--- src/sv/reed_solomon_parity_encoder_assert.svh ---
// assertion macros for the reed-solomon parity encoder
// expects clk and rst_n in the including scope, no other dependencies
`ifndef REED_SOLOMON_PARITY_ENCODER_ASSERT_SVH
`define REED_SOLOMON_PARITY_ENCODER_ASSERT_SVH

// same-cycle implication, checked out of reset
`define RSENC_ASSERT_NOW(label, ante, cons, msg) \
  label: assert property (@(posedge clk) disable iff (!rst_n) (ante) |-> (cons)) \
    else $error(msg);

// next-cycle implication, checked out of reset
`define RSENC_ASSERT_NEXT(label, ante, cons, msg) \
  label: assert property (@(posedge clk) disable iff (!rst_n) (ante) |=> (cons)) \
    else $error(msg);

`endif

--- src/sv/rsenc_pkg.sv ---
// shared types, constants and gf(2^8) arithmetic for the rs parity encoder
// no dependencies
package rsenc_pkg;

  typedef logic [7:0] sym_t;
  typedef logic [5:0] pcount_t;

  // control to the remainder datapath: builder busy and config-write clear
  typedef struct packed {
    logic busy;
    logic clear;
  } gen_ctl_t;

  localparam sym_t FIELD_LOW_POLY = 8'h1d;
  localparam sym_t SYM_ZERO       = 8'h00;
  localparam sym_t SYM_ONE        = 8'h01;
  localparam sym_t ALPHA          = 8'h02;
  localparam int   RESET_PARITY   = 16;

  // multiply by alpha modulo x^8+x^4+x^3+x^2+1
  function automatic sym_t gf_xtime(sym_t a);
    return {a[6:0], 1'b0} ^ (a[7] ? FIELD_LOW_POLY : SYM_ZERO);
  endfunction

  // full gf(2^8) product, shift-and-add over eight bits
  function automatic sym_t gf_mul(sym_t a, sym_t b);
    sym_t acc;
    sym_t p;
    acc = SYM_ZERO;
    p   = a;
    for (int k = 0; k < 8; k++) begin
      if (b[k]) acc = acc ^ p;
      p = gf_xtime(p);
    end
    return acc;
  endfunction

endpackage

--- src/sv/rsenc_if.sv ---


interface rsenc_out_if import rsenc_pkg::*; ();
  logic valid;
  logic ready;
  sym_t parity_byte;
  logic parity_last;
  modport source (output valid, output parity_byte, output parity_last, input ready);
  modport sink   (input valid, input parity_byte, input parity_last, output ready);
endinterface


--- src/sv/rsenc_obuf.sv ---
// parity output buffer: holds one codeword's parity and shifts it out
// depends on rsenc_pkg and rsenc_if
module rsenc_obuf
  import rsenc_pkg::*;
#(
  parameter int MAX_PARITY = 32
) (
  input  logic                             clk,
  input  logic                             rst_n,
  input  logic                             load,
  input  sym_t [MAX_PARITY-1:0]            load_data,
  input  logic [$clog2(MAX_PARITY+1)-1:0]  n_parity,
  output logic                             buf_free,
  rsenc_out_if.source                      out_if
);

  localparam int NW = $clog2(MAX_PARITY + 1);

  logic [NW-1:0]         cnt_r, cnt_nxt;
  sym_t [MAX_PARITY-1:0] par_r, par_nxt;
  sym_t [MAX_PARITY:0]   par_ext;
  logic                  out_acc;

  assign out_acc  = out_if.valid && out_if.ready;
  assign buf_free = (cnt_r == '0) || ((cnt_r == NW'(1)) && out_if.ready);
  assign par_ext  = {SYM_ZERO, par_r};

  // load a fresh remainder or shift out one beat
  always_comb begin
    cnt_nxt = cnt_r;
    par_nxt = par_r;
    priority if (load) begin
      cnt_nxt = n_parity;
      par_nxt = load_data;
    end else if (out_acc) begin
      cnt_nxt = cnt_r - 1'b1;
      for (int i = 0; i < MAX_PARITY; i++) begin
        par_nxt[i] = par_ext[i+1];
      end
    end
  end

  always_ff @(posedge clk) begin
    if (!rst_n) begin
      cnt_r <= '0;
    end else begin
      cnt_r <= cnt_nxt;
    end
  end

  always_ff @(posedge clk) begin
    par_r <= par_nxt;
  end

  assign out_if.valid       = (cnt_r != '0);
  assign out_if.parity_byte = par_r[0];
  assign out_if.parity_last = (cnt_r == NW'(1));

endmodule

--- src/flat_wrapper.sv ---
// flat-port wrapper written by rule: the top's interface ports become plain ports
module rsenc_obuf_flat import rsenc_pkg::*;
#(
  parameter int MAX_PARITY = 32
)
  (clk, rst_n, load, load_data, n_parity, buf_free, out_if_valid, out_if_parity_byte, out_if_parity_last, out_if_ready);
  rsenc_out_if out_if_i ();
  input  logic clk;
  input  logic rst_n;
  input  logic load;
  input  sym_t [MAX_PARITY-1:0] load_data;
  input  logic [$clog2(MAX_PARITY+1)-1:0] n_parity;
  output logic buf_free;
  output wire logic [$bits(out_if_i.valid)-1:0] out_if_valid;
  output wire logic [$bits(out_if_i.parity_byte)-1:0] out_if_parity_byte;
  output wire logic [$bits(out_if_i.parity_last)-1:0] out_if_parity_last;
  input wire logic [$bits(out_if_i.ready)-1:0] out_if_ready;
  assign out_if_valid = out_if_i.valid;
  assign out_if_parity_byte = out_if_i.parity_byte;
  assign out_if_parity_last = out_if_i.parity_last;
  assign out_if_i.ready = out_if_ready;
  rsenc_obuf #(.MAX_PARITY(MAX_PARITY)) u_core (.clk(clk), .rst_n(rst_n), .load(load), .load_data(load_data), .n_parity(n_parity), .buf_free(buf_free), .out_if(out_if_i));
endmodule
--- config.mk ---
export PLATFORM = sky130hd
export DESIGN_NAME = rsenc_obuf_flat
export DESIGN_NICKNAME = d
export VERILOG_FILES = /design/src/sv/reed_solomon_parity_encoder_assert.svh /design/src/sv/rsenc_pkg.sv /design/src/sv/rsenc_if.sv /design/src/sv/rsenc_obuf.sv /design/src/flat_wrapper.sv
export SDC_FILE = /design/constraint.sdc
export NUM_CORES = 1
export LEC_CHECK = 0
export BUFFER_PORTS_ARGS = -buffer_cell sky130_fd_sc_hd__buf_2
export CAP_MARGIN = 10
export CORE_ASPECT_RATIO = 0.6
export CORE_UTILIZATION = 58
export DETAILED_ROUTE_END_ITERATION = 8
export GPL_ROUTABILITY_DRIVEN = 0
export PLACE_DENSITY = 0.86
export SYNTH_ARGS = -nofsm -noshare
export SYNTH_HDL_FRONTEND = slang
export SYNTH_SLANG_ARGS = --single-unit
--- constraint.sdc ---
create_clock -name clk -period 11.22 [get_ports clk]
set_clock_uncertainty 0.1 [all_clocks]
set_input_delay 2.244 -clock clk [delete_from_list [all_inputs] [get_ports clk]]
set_output_delay 2.244 -clock clk [all_outputs]
set_load 0.005 [all_outputs]
==> out/metrics.yaml <==
antenna_found_initial: 6
rsz0062_at_grt: "false"
fmax_mhz: 198
die-area_mm2: 0.0198
yosysWarnings: 0
dp.cells: 1084
maxCapViolations: 0
cp-end-kind: "primary output"
critPathBufInv: 2
ys.flop_type: "edfxtp_1"
cts_tree: "yes"
worst_path_dominant_cell_family: "buffers and inverters"
use_met2: 0.342
crit_path_max_fanout: 8
cts_setup_buffers: 0
initial_core_util: 0.604
mappedNetlistNets: 870
cts_sinks: 262
status: "complete, no violations"
period_needed_ns: 5.05
track_usage: 0.214
setup_violations: 0
vias_per_cell: 5.36
final.period_utilization: 0.450
holdBufCountCts: 0
area_delta_synth_final_pct: 20.8
hold_class: "reg2reg"
peakVddDrop_v: 0.000136
tightest_slew_ns: 1.06
port_buffers: 276
synth_top_area_share: 0.690
dp_hpwl_um: 14600
ys_seq_area_frac: 0.701
finalSetupTns_ns: 0
critPathLaunchType: "primary input"
core_area_mm2: 0.0184
grt_pass1_wl_um: 31900
wl_per_cell_um: 19.1
grt_busiest_layer: "met2"
grt_start_max_net_pins: 196
row_count: 38
clock_latency_ns: 0.51
synth-seq-cells: 262
relSlewSlack: 0.292
synth.avg_cell_area_um2: 18.5
drtIter0Drc: 430
vias: 6067
cpMostUsedCell: "buf_2"
crit_type: "in2out"
cts_resized: 0
cts-root-buf: "clkbuf_16"
p_leak_uw: 0.00523
grt_pass1_vias: 6156
synthArstFlopShare: 0
layout-drive-gt1-share: 0.637
synth_commonest_cells: "edfxtp_1, mux2_2, buf_2, and2_1, buf_4"
clk_pin_slew_ns: 0.06
ys_types: 31
arrival_ns: 2.70
drt_first_pass_iters: 5
pin_count: 277
use_met3: 0.0560
htreeDepth: 1
cts_buffers: 24
critPathSlowestCell: "a21oi_1"
yosysMostFrequentCell: "edfxtp_1"
whs_ns: 0.445
p_per_area_mw_per_mm2: 170
grt-ovfl-total: 0
hold_violations: 0
cpPeakStageDelay_ns: 0.15
layoutNonFillerInstCount: 1131
synth_area_leaders: "edfxtp_1, mux2_2, buf_2, dfxtp_1, buf_4"
crit_chain: "buf_2, a21oi_1, nor2_1, buf_2"
drc: 0
die_y_um: 109
yosys.area.top_type: "edfxtp_1"
die_x_um: 181
finalWirelength_um: 21600
synth_edf_count: 256
cts_buffer_depth: 3
synthCells: 602
grt_use_met1: 0.295
cp.required_ns: 8.88
power_uw: 2290
drtAntennaViolNets: 0
synthesis.area_mm2: 0.0111
slew_viol_final: 0
nets: 1138
[through the flow]
step / utilization / instance area [µm²] / setup WS (ns)
after floorplan: - / 11100 / 4.71
after global routing: 0.729 / 13400 / 6.14
after detailed placement: 0.687 / 12700 / 6.03
final: 0.729 / 13400 / 6.17
after global placement: 0.687 / 12700 / 6.03
after CTS: 0.728 / 13400 / 6.18
[layout make-up]
type	count	area (µm²)
antenna	5	12.5
clock buffer	28	637
clock inverter	14	129
fill	1184	5000
inverter	4	15.0
multi-input combinational	298	3110
sequential	262	7810
tap	240	300
timing repair buffer	280	1430
[metal layers]
metal	part of all wire	wire length (µm)
met5	0.00037	8
met4	0.019	400
met1	0.45	9750
met3	0.067	1450
met2	0.46	9960
[flip-flops by register name, summed over array words and instances (netlist names)]
name                       flops
u_core.out_if.parity_byte      8
u_core.par_ext               248
u_core.cnt_r                   6
[power breakdown]
group	switching, µW	leakage (µW)	internal, µW	total (µW)
Clock	343	0.000368	453	796
Sequential	36.7	0.00265	1230	1260
Combinational	99.0	0.00221	129	227
[worst paths after layout]
check	startpoint	end	slack, ns	cells past startpoint
max	out_if_ready	buf_free	6.17	4
min	u_core.par_ext[232]$_DFFE_PP_	u_core.par_ext[224]$_DFFE_PP_	0.44	1
max reg2reg	u_core.cnt_r[0]$_SDFFE_PN0P_	u_core.par_ext[116]$_DFFE_PP_	7.61	5
min reg2reg	u_core.par_ext[232]$_DFFE_PP_	u_core.par_ext[224]$_DFFE_PP_	0.44	1
[logic make-up (layout without fill, tap and decap cells)]
group                      count (synthesis)  in the layout  synth area share
AOI/OAI and AO/OA                         18             18            0.0108
adders and majority gates                  2              2           0.00225
buffers and inverters                     42            326            0.0195
DFF                                      262            262             0.701
muxes                                    248            248             0.251
other                                      0              5                 0
and+or+nand+nor                           30             30            0.0156
[placed cells by master (no fill, tap or decap), types with 2 or more instances in the layout]
cell type / count
clkinvlp_4: 2
o2111ai_1: 2
a21oi_1: 2
and2_1: 9
bufinv_16: 2
mux2_2: 248
nand3_1: 5
o21ai_0: 5
nand2_1: 2
o211ai_1: 3
clkinv_1: 6
diode_2: 5
clkbuf_1: 3
nor4_1: 2
a31oi_1: 2
buf_4: 3
ha_1: 2
clkinv_2: 3
edfxtp_1: 256
clkbuf_16: 25
nor3_1: 2
buf_2: 275
nor2_1: 3
dfxtp_1: 6
inv_1: 4
(Power assumes the default switching activity.)
