### config.mk
export PLATFORM = sky130hd
export DESIGN_NAME = rsenc_gen
export DESIGN_NICKNAME = d
export VERILOG_FILES = /design/src/sv/reed_solomon_parity_encoder_assert.svh /design/src/sv/rsenc_pkg.sv /design/src/sv/rsenc_gen.sv
export SDC_FILE = /design/constraint.sdc
export NUM_CORES = 2
export LEC_CHECK = 0
export ABC_CLOCK_PERIOD_IN_PS = 3750
export BUFFER_PORTS_ARGS = -buffer_cell sky130_fd_sc_hd__buf_4
export CORE_UTILIZATION = 35
export CTS_BUF_LIST = sky130_fd_sc_hd__clkbuf_4 sky130_fd_sc_hd__clkbuf_8
export DETAILED_ROUTE_END_ITERATION = 12
export GPL_ROUTABILITY_DRIVEN = 0
export SETUP_SLACK_MARGIN = 0.15
export SYNTH_ARGS = -nofsm -noshare
export SYNTH_HDL_FRONTEND = slang
export SYNTH_SLANG_ARGS = --single-unit
### constraint.sdc
create_clock -name clk -period 3.75 [get_ports clk]
set_clock_uncertainty 0.2 [all_clocks]
set_input_delay 1.125 -clock clk [delete_from_list [all_inputs] [get_ports clk]]
set_output_delay 1.125 -clock clk [all_outputs]
set_load 0.005 [all_outputs]
### src/sv/reed_solomon_parity_encoder_assert.svh
// assertion macros for the reed-solomon parity encoder
// expects clk and rst_n in the including scope, no other dependencies
`ifndef REED_SOLOMON_PARITY_ENCODER_ASSERT_SVH
`define REED_SOLOMON_PARITY_ENCODER_ASSERT_SVH

// same-cycle implication, checked out of reset
`define RSENC_ASSERT_NOW(label, ante, cons, msg) \
  label: assert property (@(posedge clk) disable iff (!rst_n) (ante) |-> (cons)) \
    else $error(msg);

// next-cycle implication, checked out of reset
`define RSENC_ASSERT_NEXT(label, ante, cons, msg) \
  label: assert property (@(posedge clk) disable iff (!rst_n) (ante) |=> (cons)) \
    else $error(msg);

`endif

### src/sv/rsenc_pkg.sv
// shared types, constants and gf(2^8) arithmetic for the rs parity encoder
// no dependencies
package rsenc_pkg;

  typedef logic [7:0] sym_t;
  typedef logic [5:0] pcount_t;

  // control to the remainder datapath: builder busy and config-write clear
  typedef struct packed {
    logic busy;
    logic clear;
  } gen_ctl_t;

  localparam sym_t FIELD_LOW_POLY = 8'h1d;
  localparam sym_t SYM_ZERO       = 8'h00;
  localparam sym_t SYM_ONE        = 8'h01;
  localparam sym_t ALPHA          = 8'h02;
  localparam int   RESET_PARITY   = 16;

  // multiply by alpha modulo x^8+x^4+x^3+x^2+1
  function automatic sym_t gf_xtime(sym_t a);
    return {a[6:0], 1'b0} ^ (a[7] ? FIELD_LOW_POLY : SYM_ZERO);
  endfunction

  // full gf(2^8) product, shift-and-add over eight bits
  function automatic sym_t gf_mul(sym_t a, sym_t b);
    sym_t acc;
    sym_t p;
    acc = SYM_ZERO;
    p   = a;
    for (int k = 0; k < 8; k++) begin
      if (b[k]) acc = acc ^ p;
      p = gf_xtime(p);
    end
    return acc;
  endfunction

endpackage

### src/sv/rsenc_gen.sv
// generator polynomial builder: one (x + alpha^r) factor per cycle
// depends on rsenc_pkg
module rsenc_gen
  import rsenc_pkg::*;
#(
  parameter int MAX_PARITY = 32
) (
  input  logic                                 clk,
  input  logic                                 rst_n,
  input  logic                                 cfg_wr,
  input  pcount_t                              cfg_value,
  output logic                                 busy,
  output logic [$clog2(MAX_PARITY+1)-1:0]      n_parity,
  output sym_t [MAX_PARITY:0]                  gen_coef
);

  localparam int NW      = $clog2(MAX_PARITY + 1);
  localparam int CW      = 7;
  localparam int RESET_N = (RESET_PARITY > MAX_PARITY) ? MAX_PARITY : RESET_PARITY;

  logic [NW-1:0]         n_r, n_nxt;
  logic [NW-1:0]         step_r, step_nxt;
  logic                  busy_r, busy_nxt;
  sym_t                  root_r, root_nxt;
  sym_t [MAX_PARITY:0]   gen_r, gen_nxt;
  sym_t [MAX_PARITY+1:0] gen_ext;
  logic [CW-1:0]         req;
  logic [NW-1:0]         req_n;

  // clamp the written count into 1..MAX_PARITY
  always_comb begin
    req = CW'(cfg_value);
    priority if (req == '0) begin
      req = CW'(1);
    end else if (req > CW'(MAX_PARITY)) begin
      req = CW'(MAX_PARITY);
    end
    req_n = req[NW-1:0];
  end

  assign gen_ext = {SYM_ZERO, gen_r};

  // rebuild: g <- g * (x + root), all coefficients in parallel
  always_comb begin
    n_nxt    = n_r;
    step_nxt = step_r;
    busy_nxt = busy_r;
    root_nxt = root_r;
    gen_nxt  = gen_r;
    if (cfg_wr) begin
      n_nxt    = req_n;
      step_nxt = '0;
      busy_nxt = 1'b1;
      root_nxt = ALPHA;
      for (int i = 0; i <= MAX_PARITY; i++) begin
        gen_nxt[i] = (NW'(i) == req_n) ? SYM_ONE : SYM_ZERO;
      end
    end else if (busy_r) begin
      for (int i = 0; i <= MAX_PARITY; i++) begin
        gen_nxt[i] = gen_ext[i+1] ^ gf_mul(root_r, gen_r[i]);
      end
      root_nxt = gf_xtime(root_r);
      step_nxt = step_r + 1'b1;
      if (step_nxt == n_r) busy_nxt = 1'b0;
    end
  end

  // reset starts a rebuild for the default parity count
  always_ff @(posedge clk) begin
    if (!rst_n) begin
      n_r    <= NW'(RESET_N);
      step_r <= '0;
      busy_r <= 1'b1;
      root_r <= ALPHA;
      for (int i = 0; i <= MAX_PARITY; i++) begin
        gen_r[i] <= (i == RESET_N) ? SYM_ONE : SYM_ZERO;
      end
    end else begin
      n_r    <= n_nxt;
      step_r <= step_nxt;
      busy_r <= busy_nxt;
      root_r <= root_nxt;
      gen_r  <= gen_nxt;
    end
  end

  assign busy     = busy_r;
  assign n_parity = n_r;
  assign gen_coef = gen_r;

endmodule

==> impl_metrics.env <==
export IMPL_cp_slowest_cell="dfxtp_1"
export IMPL_crit_type="flop to output port"
export IMPL_dr_total_vias=41784
export IMPL_finalSetupTns_ps=0
export IMPL_clockBufferDepth=3
export IMPL_synth_area_leaders="xnor2_1 20%, nand2_1 17%, xnor3_1 15%"
export IMPL_yosys_warnings=0
export IMPL_antenna_left=0
export IMPL_min_path_type="flop to flop"
export IMPL_io_buffers=279
export IMPL_rsz0062_at_grt="false"
export IMPL_critPathLaunchType="flop"
export IMPL_rows=128
export IMPL_synth_xor_area_share_pct=43.2
export IMPL_die_x_um=353
export IMPL_setup_viol=0
export IMPL_vias_per_cell=5.65
export IMPL_cts_sinks=285
export IMPL_cp_cell_sequence="buf_4"
export IMPL_drcViolationCount=0
export IMPL_synth_most_common_cell="nand2_1"
export IMPL_h_tree_depth=2
export IMPL_clk_pin_slew_ps=60
export IMPL_initial_core_util_pct=35.3
export IMPL_cts_post_setup_buffers_inserted=0
export IMPL_period_share_pct=88.1
export IMPL_grt_max_degree=108
export IMPL_ff_latch_area_um2=5740
export IMPL_synth_edf_count=0
export IMPL_dr_pass1_iters=8
export IMPL_synthAdderAreaFrac_pct=0.0290
export IMPL_cp_num_buf_inv=1
export IMPL_cts_resized=0
export IMPL_routed_wirelength_um=182000
export IMPL_synth_area_mux_share_pct=3.59
export IMPL_dp_hpwl_um=114000
export IMPL_syn_inst=5819
export IMPL_clock_latency_ps=840
export IMPL_synth_top_family_by_area="XOR/XNOR gates"
export IMPL_drt_iter0_drc=4858
export IMPL_outcome="complete, no violations"
export IMPL_n_fill_cell=12538
export IMPL_die_h_um=353
export IMPL_synth_cell_type_count=68
export IMPL_postCtsHoldBufs=0
export IMPL_finalMaxSlewViolations=0
export IMPL_critPathArrivalTime_ps=1980
export IMPL_numCtsBuffers=61
export IMPL_finish_utilization_pct=39.1
export IMPL_worst_pin_slew_ps=1280
export IMPL_setup_slack_ps=447
export IMPL_io_pin_count=280
export IMPL_endpoint_kind="output port"
export IMPL_synth_compound_area_share_pct=10.1
export IMPL_ys_ff_latch=285
export IMPL_yosys_area_top_type_share_pct=20.0
export IMPL_vdd_ir_drop_max_mv=0.295
export IMPL_crit_family="flip-flops"
export IMPL_die_area_um2=125000
export IMPL_grt_overflow_total=0
export IMPL_powerDensity_nw_per_um2=171
export IMPL_synthTopCellsByCount="1914 x nand2_1, 985 x xnor2_1, 368 x xor2_1"
export IMPL_grt_pass1_wl_um=269000
export IMPL_fmax_mhz=303
export IMPL_period_minus_slack_ps=3300
export IMPL_area_delta_synth_final_pct=10.6
export IMPL_coreArea_um2=122000
export IMPL_layout_drive_gt1_share_pct=11.8
export IMPL_hold_violations=0
export IMPL_synth_area_per_cell_um2=7.41
export IMPL_cts_root_buf="clkbuf_8"
export IMPL_synth_main_ff_cell="dfxtp_1"
export IMPL_cts_tree="yes"
export IMPL_wl_per_cell_um=24.6
export IMPL_syn_nets=5829
export IMPL_hold_ws_ps=337
export IMPL_antenna_found_initial=3
export IMPL_cellLeakagePower_nw=17.7
export IMPL_fin_nets=5727
export IMPL_slew_headroom_pct=14.6
export IMPL_grtUsageTotal_pct=28.2
export IMPL_synth_area_um2=43100
export IMPL_post_synth_top_area_cell="xnor2_1"
export IMPL_ys_seq_area_share_pct=13.2
export IMPL_pre_cts_ws_ps=434
export IMPL_path_max_fanout=13
export IMPL_critPathRequiredTime_ps=2420
export IMPL_yosys_area_share_simple_pct=23.0
export IMPL_max_cap_viol_count=0
export IMPL_async_flop_share_pct=0
export IMPL_slowest_delay_ps=910
export IMPL_multi_input_area_um2=34700
export IMPL_grt_pass1_vias=39392
## routing by layer
metal | vias to the layer above | GRT usage (%) | wire, um
met5 | - | 0 | 7
met4 | 2 | 12.7 | 9000
met3 | 565 | 6.05 | 20200
met2 | 2478 | 45.5 | 82100
met1 | 20226 | 35.9 | 70800
li1 | 18513 | - | -
## power by group
part	switching [mW]	internal [mW]
Clock	1.85	2.06
Combinational	0.837	0.293
Sequential	0.0684	3.04
Total	2.75	5.39
## placed cells by master (no fill, tap or decap), types with 11 or more instances in the layout
cell type     n
nand3_1      39
o221ai_1     22
nor3b_1      29
a211oi_1     12
buf_12       26
a22oi_1     112
nor2_1      178
xor2_1      362
nand2_1    1913
clkbuf_4     19
nand2b_1     14
inv_1        35
a222oi_1     28
o22ai_1      24
a221oi_1     20
nor2b_1     120
o41ai_1      20
xnor2_1     980
mux2_2       53
mux2i_1      95
dfxtp_1     276
and2_1       11
a21oi_1     185
xnor3_1     283
and3b_1      23
buf_4       433
o21ai_0     125
clkbuf_8     75
a32oi_1      24
nor3_1       40
## worst paths after layout
path,slack (ps),endpoint,startpoint,depth (start not counted)
worst max-delay path,450,gen_coef[208],gen_coef[208]$_SDFFE_PN0P_,1
worst min-delay path,340,step_r[5]$_SDFFE_PP0P_,step_r[5]$_SDFFE_PP0P_,2
worst max register to register,500,gen_coef[219]$_SDFFE_PN0P_,root_r[7]$_SDFFE_PP0P_,9
worst min register to register,340,step_r[5]$_SDFFE_PP0P_,step_r[5]$_SDFFE_PP0P_,2
## registers in the layout, indices dropped and copies added (netlist names)
name / flops
busy: 1
step_r: 6
n_parity: 6
root_r: 8
gen_coef: 264
## layout make-up
class	count	share of cell area, %
multi-input cells	4871	72.8
flip-flops and latches	285	12.0
repair buffers	459	7.91
well taps	1625	4.26
clock buffers	94	2.46
inverters	39	0.312
clock inverters	16	0.241
diodes	1	0.00525
## cells by family (layout without fill, tap and decap cells)
group,count (synthesis),after routing
fa+ha+maj,1,1
xor+xnor,1655,1655
mux,148,148
flops,285,285
compound gates,652,652
buf+inv,663,608
other cells,0,1
simple gates,2415,2415
## through the flow
| step | instances | instance area [um2] | total power, mW |
|---|---|---|---|
| after CTS | 7389 | 47700 | 8.14 |
| after floorplan | 5819 | 43100 | 3.73 |
| after global placement | 7279 | 46400 | 4.24 |
| after detailed placement | 7279 | 46400 | 4.25 |
| final | 7390 | 47700 | 8.14 |
| after global routing | 7390 | 47700 | 8.31 |
Power figures use the tool's default switching activity.
