$ cat src/sv/reed_solomon_parity_encoder_assert.svh
// assertion macros for the reed-solomon parity encoder
// expects clk and rst_n in the including scope, no other dependencies
`ifndef REED_SOLOMON_PARITY_ENCODER_ASSERT_SVH
`define REED_SOLOMON_PARITY_ENCODER_ASSERT_SVH

// same-cycle implication, checked out of reset
`define RSENC_ASSERT_NOW(label, ante, cons, msg) \
  label: assert property (@(posedge clk) disable iff (!rst_n) (ante) |-> (cons)) \
    else $error(msg);

// next-cycle implication, checked out of reset
`define RSENC_ASSERT_NEXT(label, ante, cons, msg) \
  label: assert property (@(posedge clk) disable iff (!rst_n) (ante) |=> (cons)) \
    else $error(msg);

`endif

$ cat src/sv/rsenc_pkg.sv
// shared types, constants and gf(2^8) arithmetic for the rs parity encoder
// no dependencies
package rsenc_pkg;

  typedef logic [7:0] sym_t;
  typedef logic [5:0] pcount_t;

  // control to the remainder datapath: builder busy and config-write clear
  typedef struct packed {
    logic busy;
    logic clear;
  } gen_ctl_t;

  localparam sym_t FIELD_LOW_POLY = 8'h1d;
  localparam sym_t SYM_ZERO       = 8'h00;
  localparam sym_t SYM_ONE        = 8'h01;
  localparam sym_t ALPHA          = 8'h02;
  localparam int   RESET_PARITY   = 16;

  // multiply by alpha modulo x^8+x^4+x^3+x^2+1
  function automatic sym_t gf_xtime(sym_t a);
    return {a[6:0], 1'b0} ^ (a[7] ? FIELD_LOW_POLY : SYM_ZERO);
  endfunction

  // full gf(2^8) product, shift-and-add over eight bits
  function automatic sym_t gf_mul(sym_t a, sym_t b);
    sym_t acc;
    sym_t p;
    acc = SYM_ZERO;
    p   = a;
    for (int k = 0; k < 8; k++) begin
      if (b[k]) acc = acc ^ p;
      p = gf_xtime(p);
    end
    return acc;
  endfunction

endpackage

$ cat src/sv/rsenc_if.sv
// stream and config channel interfaces for the rs parity encoder
// depends on rsenc_pkg
interface rsenc_in_if import rsenc_pkg::*; ();
  logic valid;
  logic ready;
  sym_t data_byte;
  logic msg_last;
  modport source (output valid, output data_byte, output msg_last, input ready);
  modport sink   (input valid, input data_byte, input msg_last, output ready);
endinterface


$ cat src/sv/rsenc_lfsr.sv
// input register and remainder lfsr, one data beat per cycle unless stalled
// depends on rsenc_pkg and rsenc_if
module rsenc_lfsr
  import rsenc_pkg::*;
#(
  parameter int MAX_PARITY = 32
) (
  input  logic                  clk,
  input  logic                  rst_n,
  rsenc_in_if.sink              in_if,
  input  gen_ctl_t              ctl,
  input  sym_t [MAX_PARITY:0]   gen_coef,
  input  logic                  buf_free,
  output logic                  load,
  output sym_t [MAX_PARITY-1:0] rem_out
);

  logic                  in_v_r, in_v_nxt;
  sym_t                  in_data_r;
  logic                  in_last_r;
  logic                  consume;
  logic                  in_acc;
  sym_t                  fb;
  sym_t [MAX_PARITY-1:0] rem_r, rem_nxt, rem_step;
  sym_t [MAX_PARITY:0]   rem_ext;

  // a held beat waits for a finished generator; a last beat also waits until
  // the parity buffer can take the remainder
  assign consume     = in_v_r && !ctl.busy && (!in_last_r || buf_free);
  assign in_if.ready = !ctl.busy && (!in_v_r || consume);
  assign in_acc      = in_if.valid && in_if.ready;

  // one lfsr division step; entries above the parity count stay zero
  assign fb      = in_data_r ^ rem_r[0];
  assign rem_ext = {SYM_ZERO, rem_r};
  always_comb begin
    for (int i = 0; i < MAX_PARITY; i++) begin
      rem_step[i] = rem_ext[i+1] ^ gf_mul(gen_coef[i+1], fb);
    end
  end

  // remainder update: cleared on config and after each message
  always_comb begin
    rem_nxt = rem_r;
    priority if (ctl.clear) begin
      rem_nxt = '0;
    end else if (consume) begin
      rem_nxt = in_last_r ? '0 : rem_step;
    end
    in_v_nxt = in_v_r;
    priority if (in_acc) begin
      in_v_nxt = 1'b1;
    end else if (consume) begin
      in_v_nxt = 1'b0;
    end
  end

  always_ff @(posedge clk) begin
    if (!rst_n) begin
      in_v_r <= 1'b0;
      rem_r  <= '0;
    end else begin
      in_v_r <= in_v_nxt;
      rem_r  <= rem_nxt;
    end
  end

  // beat payload
  always_ff @(posedge clk) begin
    if (in_acc) begin
      in_data_r <= in_if.data_byte;
      in_last_r <= in_if.msg_last;
    end
  end

  assign load    = consume && in_last_r;
  assign rem_out = rem_step;

endmodule

$ cat src/flat_wrapper.sv
// flat-port wrapper written by rule: the top's interface ports become plain ports
module rsenc_lfsr_flat import rsenc_pkg::*;
#(
  parameter int MAX_PARITY = 32
)
  (clk, rst_n, ctl, gen_coef, buf_free, load, rem_out, in_if_valid, in_if_data_byte, in_if_msg_last, in_if_ready);
  rsenc_in_if in_if_i ();
  input  logic clk;
  input  logic rst_n;
  input  gen_ctl_t ctl;
  input  sym_t [MAX_PARITY:0] gen_coef;
  input  logic buf_free;
  output logic load;
  output sym_t [MAX_PARITY-1:0] rem_out;
  input wire logic [$bits(in_if_i.valid)-1:0] in_if_valid;
  input wire logic [$bits(in_if_i.data_byte)-1:0] in_if_data_byte;
  input wire logic [$bits(in_if_i.msg_last)-1:0] in_if_msg_last;
  output wire logic [$bits(in_if_i.ready)-1:0] in_if_ready;
  assign in_if_i.valid = in_if_valid;
  assign in_if_i.data_byte = in_if_data_byte;
  assign in_if_i.msg_last = in_if_msg_last;
  assign in_if_ready = in_if_i.ready;
  rsenc_lfsr #(.MAX_PARITY(MAX_PARITY)) u_core (.clk(clk), .rst_n(rst_n), .in_if(in_if_i), .ctl(ctl), .gen_coef(gen_coef), .buf_free(buf_free), .load(load), .rem_out(rem_out));
endmodule
$ cat config.mk
export PLATFORM = sky130hd
export DESIGN_NAME = rsenc_lfsr_flat
export DESIGN_NICKNAME = d
export VERILOG_FILES = /design/src/sv/reed_solomon_parity_encoder_assert.svh /design/src/sv/rsenc_pkg.sv /design/src/sv/rsenc_if.sv /design/src/sv/rsenc_lfsr.sv /design/src/flat_wrapper.sv
export SDC_FILE = /design/constraint.sdc
export NUM_CORES = 2
export LEC_CHECK = 0
export BUFFER_PORTS_ARGS = -buffer_cell sky130_fd_sc_hd__buf_2
export CAP_MARGIN = 0
export CORE_ASPECT_RATIO = 0.7
export CORE_MARGIN = 3
export CORE_UTILIZATION = 35
export CTS_CLUSTER_SIZE = 10
export DETAILED_ROUTE_END_ITERATION = 7
export PLACE_DENSITY_LB_ADDON = 0.25
export SLEW_MARGIN = 10
export SYNTH_ARGS = -nofsm -noshare
export SYNTH_HDL_FRONTEND = slang
export SYNTH_SLANG_ARGS = --single-unit
$ cat constraint.sdc
create_clock -name clk -period 2.77 [get_ports clk]
set_input_delay 0.4155 -clock clk [delete_from_list [all_inputs] [get_ports clk]]
set_output_delay 0.4155 -clock clk [all_outputs]
set_load 0.02 [all_outputs]
==> run_results.csv <==
group,metric,value,unit
global_route,antenna_found_initial,52,
logic_synthesis,syn_nets,6474,
place,hpwl,156000,um
place,post-place-cells,8961,
sta,setup_violations,284,
routing,dr.pass1.iters,6,
sta,relSlewSlack,31.3,%
routing,num_vias,50200,
cells_and_area,area_growth,42.8,%
clock_tree,clock_sink_count,266,
critical_path,critPathBufInv,6,
floorplanning,die_w,449,um
sta,fin_ws,-793,ps
global_route,grt_util_met3,5.32,%
sta,hold_violations,0,
clock_tree,cts_buffer_depth,3,
cells_and_area,final_common_cell,"xnor2_1",
critical_path,reg2regPathDepth,13,
sta,timing.setup.tns,-171840,ps
sta,slew_viol_final,0,
cells_and_area,fin_cells,9416,
logic_synthesis,synth_top_flop_cell,"dfxtp_1",
logic_synthesis,ys_warn_count,0,
power,ir_drop,0.627,mV
critical_path,end_kind,"output port",
routing,postRouteAntennaNets,0,
sta,hold_ws,41.1,ps
clock_tree,cts_tree,"built",
power,intPower,23.3,mW
logic_synthesis,synth_area_leader_cell,"xnor2_1",
global_route,gr-usage-all-layers,28.9,%
power,p_switching,19.0,mW
cells_and_area,drive_above_1_share,30.8,%
critical_path,crit_top_cell,"buf_12",
cells_and_area,fin_nets,7795,
critical_path,r2r-start,"u_core.in_data_r[1]",
critical_path,r2r_setup_slack,-140,ps
floorplanning,num_rows,113,
routing,avgRoutedWirePerCell,24.3,um
logic_synthesis,synth.top_cell.area_share,27.7,%
critical_path,cp.arrival,3150,ps
clock_tree,clock_latency,650,ps
global_route,grt_max_degree,95,
worst_hold_path,min_delay_worst_endpoint,"u_core.in_data_r[1]",
worst_hold_path,whs_path_depth,1,
logic_synthesis,synth_cells,6195,
logic_synthesis,syn_area,48100,um2
logic_synthesis,yosysSeqAreaShare,11.3,%
routing,drc,0,
flow_run,cap_violations,0,
critical_path,cpPeakStageDelay,420,ps
sta,fin_skew,36.7,ps
critical_path,path_max_fanout,8,
power,seqPwrFrac,9.4,%
clock_tree,cts_buffers,41,
logic_synthesis,synthArstFlopShare,0,%
clock_tree,cts_root_buffer,"clkbuf_16",
floorplanning,core,136000,um2
routing,first_iter_violations,5080,
sta,worst_slew_pin_slew,1020,ps
sta,fmax,281,MHz
cells_and_area,design_area,68700,um2
critical_path,worstPathRequired,2350,ps
critical_path,start_kind,"register",
logic_synthesis,avgSynthCellArea,7.76,um2
power,clockPowerShare,14.1,%
clock_tree,clk_pin_slew,60,ps
clock_tree,h-tree-depth,2,
power,power_density,616,nW/um2
global_route,grt.met1_usage,39.6,%
floorplanning,initial_utilization,35.4,%
sta,fin_crit,3560,ps
global_route,top_usage_layer,"met2",
critical_path,reg2reg_to,"u_core.rem_ext[111]",
routing,drt-vias-per-instance,5.33,
sta,period_share,129,%
floorplanning,fp.dieH,316,um
global_route,grt_pass1_wl,311000,um
place,dp_slack,-406,ps
worst_hold_path,worstHoldPathType,"primary input to register",
logic_synthesis,synth_cell_types,57,
power,p_leak,30.4,nW
critical_path,cp_top_family,"buffers and inverters",
routing,wl,229000,um
critical_path,worst-setup-path-type,"register to output port",
outcome,status,"finished with violations",
critical_path,critical_path.slowest_cell,"edfxtp_1",
place,gp_congestion,0.943,
power,p_sw_share,44.9,%
logic_synthesis,synthTopCellsByArea,"xnor2_1, xnor3_1, dfxtp_1",
global_route,overflow,0,
logic_synthesis,synth-edff-count,9,
logic_synthesis,ys_seq_elements,266,
place,port_buffers,528,
floorplanning,pin_count,537,
global_route,use_met2,44.8,%
outcome,failed_checks,"negative setup slack",
power,power.combinational.fraction,76.5,%
global_route,grt_pass1_vias,46300,
sta,rsz0062_at_grt,"yes",
worst_hold_path,min_from,"in_if_data_byte[1]",
cells_and_area,final_cell_mix,"xnor2_1, buf_4, nor2_1, nand2_1, xor2_1",
place,place_area,59300,um2
critical_path,crit_chain,"buf_6, xor2_4, buf_12, buf_12, buf_16, buf_12, o22a_1, mux2i_2, a211oi_2, o211a_1, or2_4, buf_4",
floorplanning,dieArea,142000,um2
[power groups by stage]
| stage | Sequential (mW) | Clock (mW) | Combinational, mW |
|---|---|---|---|
| 6_report | 3.99 | 5.96 | 32.4 |
| 5_1_grt | 3.99 | 6.20 | 33.9 |
| 4_1_cts | 3.98 | 6.10 | 29.6 |
| 3_5_place_dp | 4.07 | 0 | 27.8 |
| 3_3_place_gp | 4.07 | 0 | 27.8 |
| 2_1_floorplan | 4.04 | 0 | 16.3 |
[cell type report]
cell class,instances,area (um2)
inverter,16,60.1
timing repair buffer,1851,17100
sequential,266,5420
multi-input combinational,5340,42300
clock buffer,49,1120
fill,12900,67300
clock inverter,19,280
tap,1840,2300
antenna,35,87.6
[stage by stage]
step	power (mW)	util (%)
after floorplan	20.4	-
after global placement	31.8	43.6
after detailed placement	31.9	43.6
after CTS	39.7	46.6
after global routing	44.1	50.5
final	42.3	50.5
[registers in the layout, indices dropped and copies added, names as in the netlist]
signal	count
u_core.rem_ext	256
u_core.in_data_r	8
u_core.in_last_r	1
u_core.in_v_r	1
[worst max-delay path by stage]
| stage | cells after the start | end | startpoint |
|---|---|---|---|
| 4_1_cts | 9 | rem_out[144] | u_core.in_data_r[1] |
| 2_1_floorplan | 8 | rem_out[250] | u_core.in_data_r[1] |
| 5_1_grt | 9 | rem_out[82] | u_core.in_data_r[3] |
| 3_5_place_dp | 9 | rem_out[164] | gen_coef[171] |
| 3_3_place_gp | 9 | rem_out[67] | u_core.rem_ext[2] |
| 6_report | 12 | rem_out[210] | u_core.in_data_r[2] |
[worst reg2reg max path: stages, from the launching register on]
cell and delay [ps]:
edfxtp_1 470, buf_4 200, xor2_4 200, buf_12 180, buf_4 150, clkbuf_16 190, nand2_1 80, xor2_1 180
xnor2_1 190, xnor3_2 450, buf_4 170, buf_4 120, a22oi_1 140, nor2_1 60
[kinds of logic (layout without fill, tap and decap cells)]
kind of cell | after synthesis | in the layout | share of synthesized area (%)
xor gates and xnor gates | 2377 | 2377 | 52.4
and+or+nand+nor | 2054 | 2054 | 16.8
AOI/OAI and AO/OA | 810 | 810 | 11.9
buffers and inverters | 589 | 1935 | 5.56
DFF | 266 | 266 | 11.3
muxes | 99 | 99 | 2.06
other | 0 | 35 | 0
[metal layers]
layer | part of all wire (%) | wire length [um] | up-vias
met5 | 0.027 | 62 | -
met4 | 4.5 | 10200 | 10
met3 | 10 | 23000 | 429
met2 | 43 | 98900 | 2653
met1 | 42 | 96800 | 24200
li1 | - | - | 22800
[synthesized netlist by cell type, drive strengths merged, types with 22 or more instances]
master and n:
nand2 878, nor2 1007, a22o 88, a211oi 49
a21o 23, xnor3 283, nor3 31, o21ai 53
o211ai 31, xnor2 1538, mux2i 98, a21oi 141
o22ai 126, xor3 22, nor2b 68, xor2 534
o211a 26, dfxtp 257, clkbuf 212, a22oi 196
buf 361
[repair_timing]
item | CTS | global route
setup buffers | 93 | 217
endpoints found under the setup margin | 289 | 344
pin swaps | 161 | 306
gates cloned | 17 | 41
gates resized for setup | 325 | 595
hold buffers | 4 | 0
endpoints found under the hold margin | 4 | 0
Power figures use the tool's default switching activity.
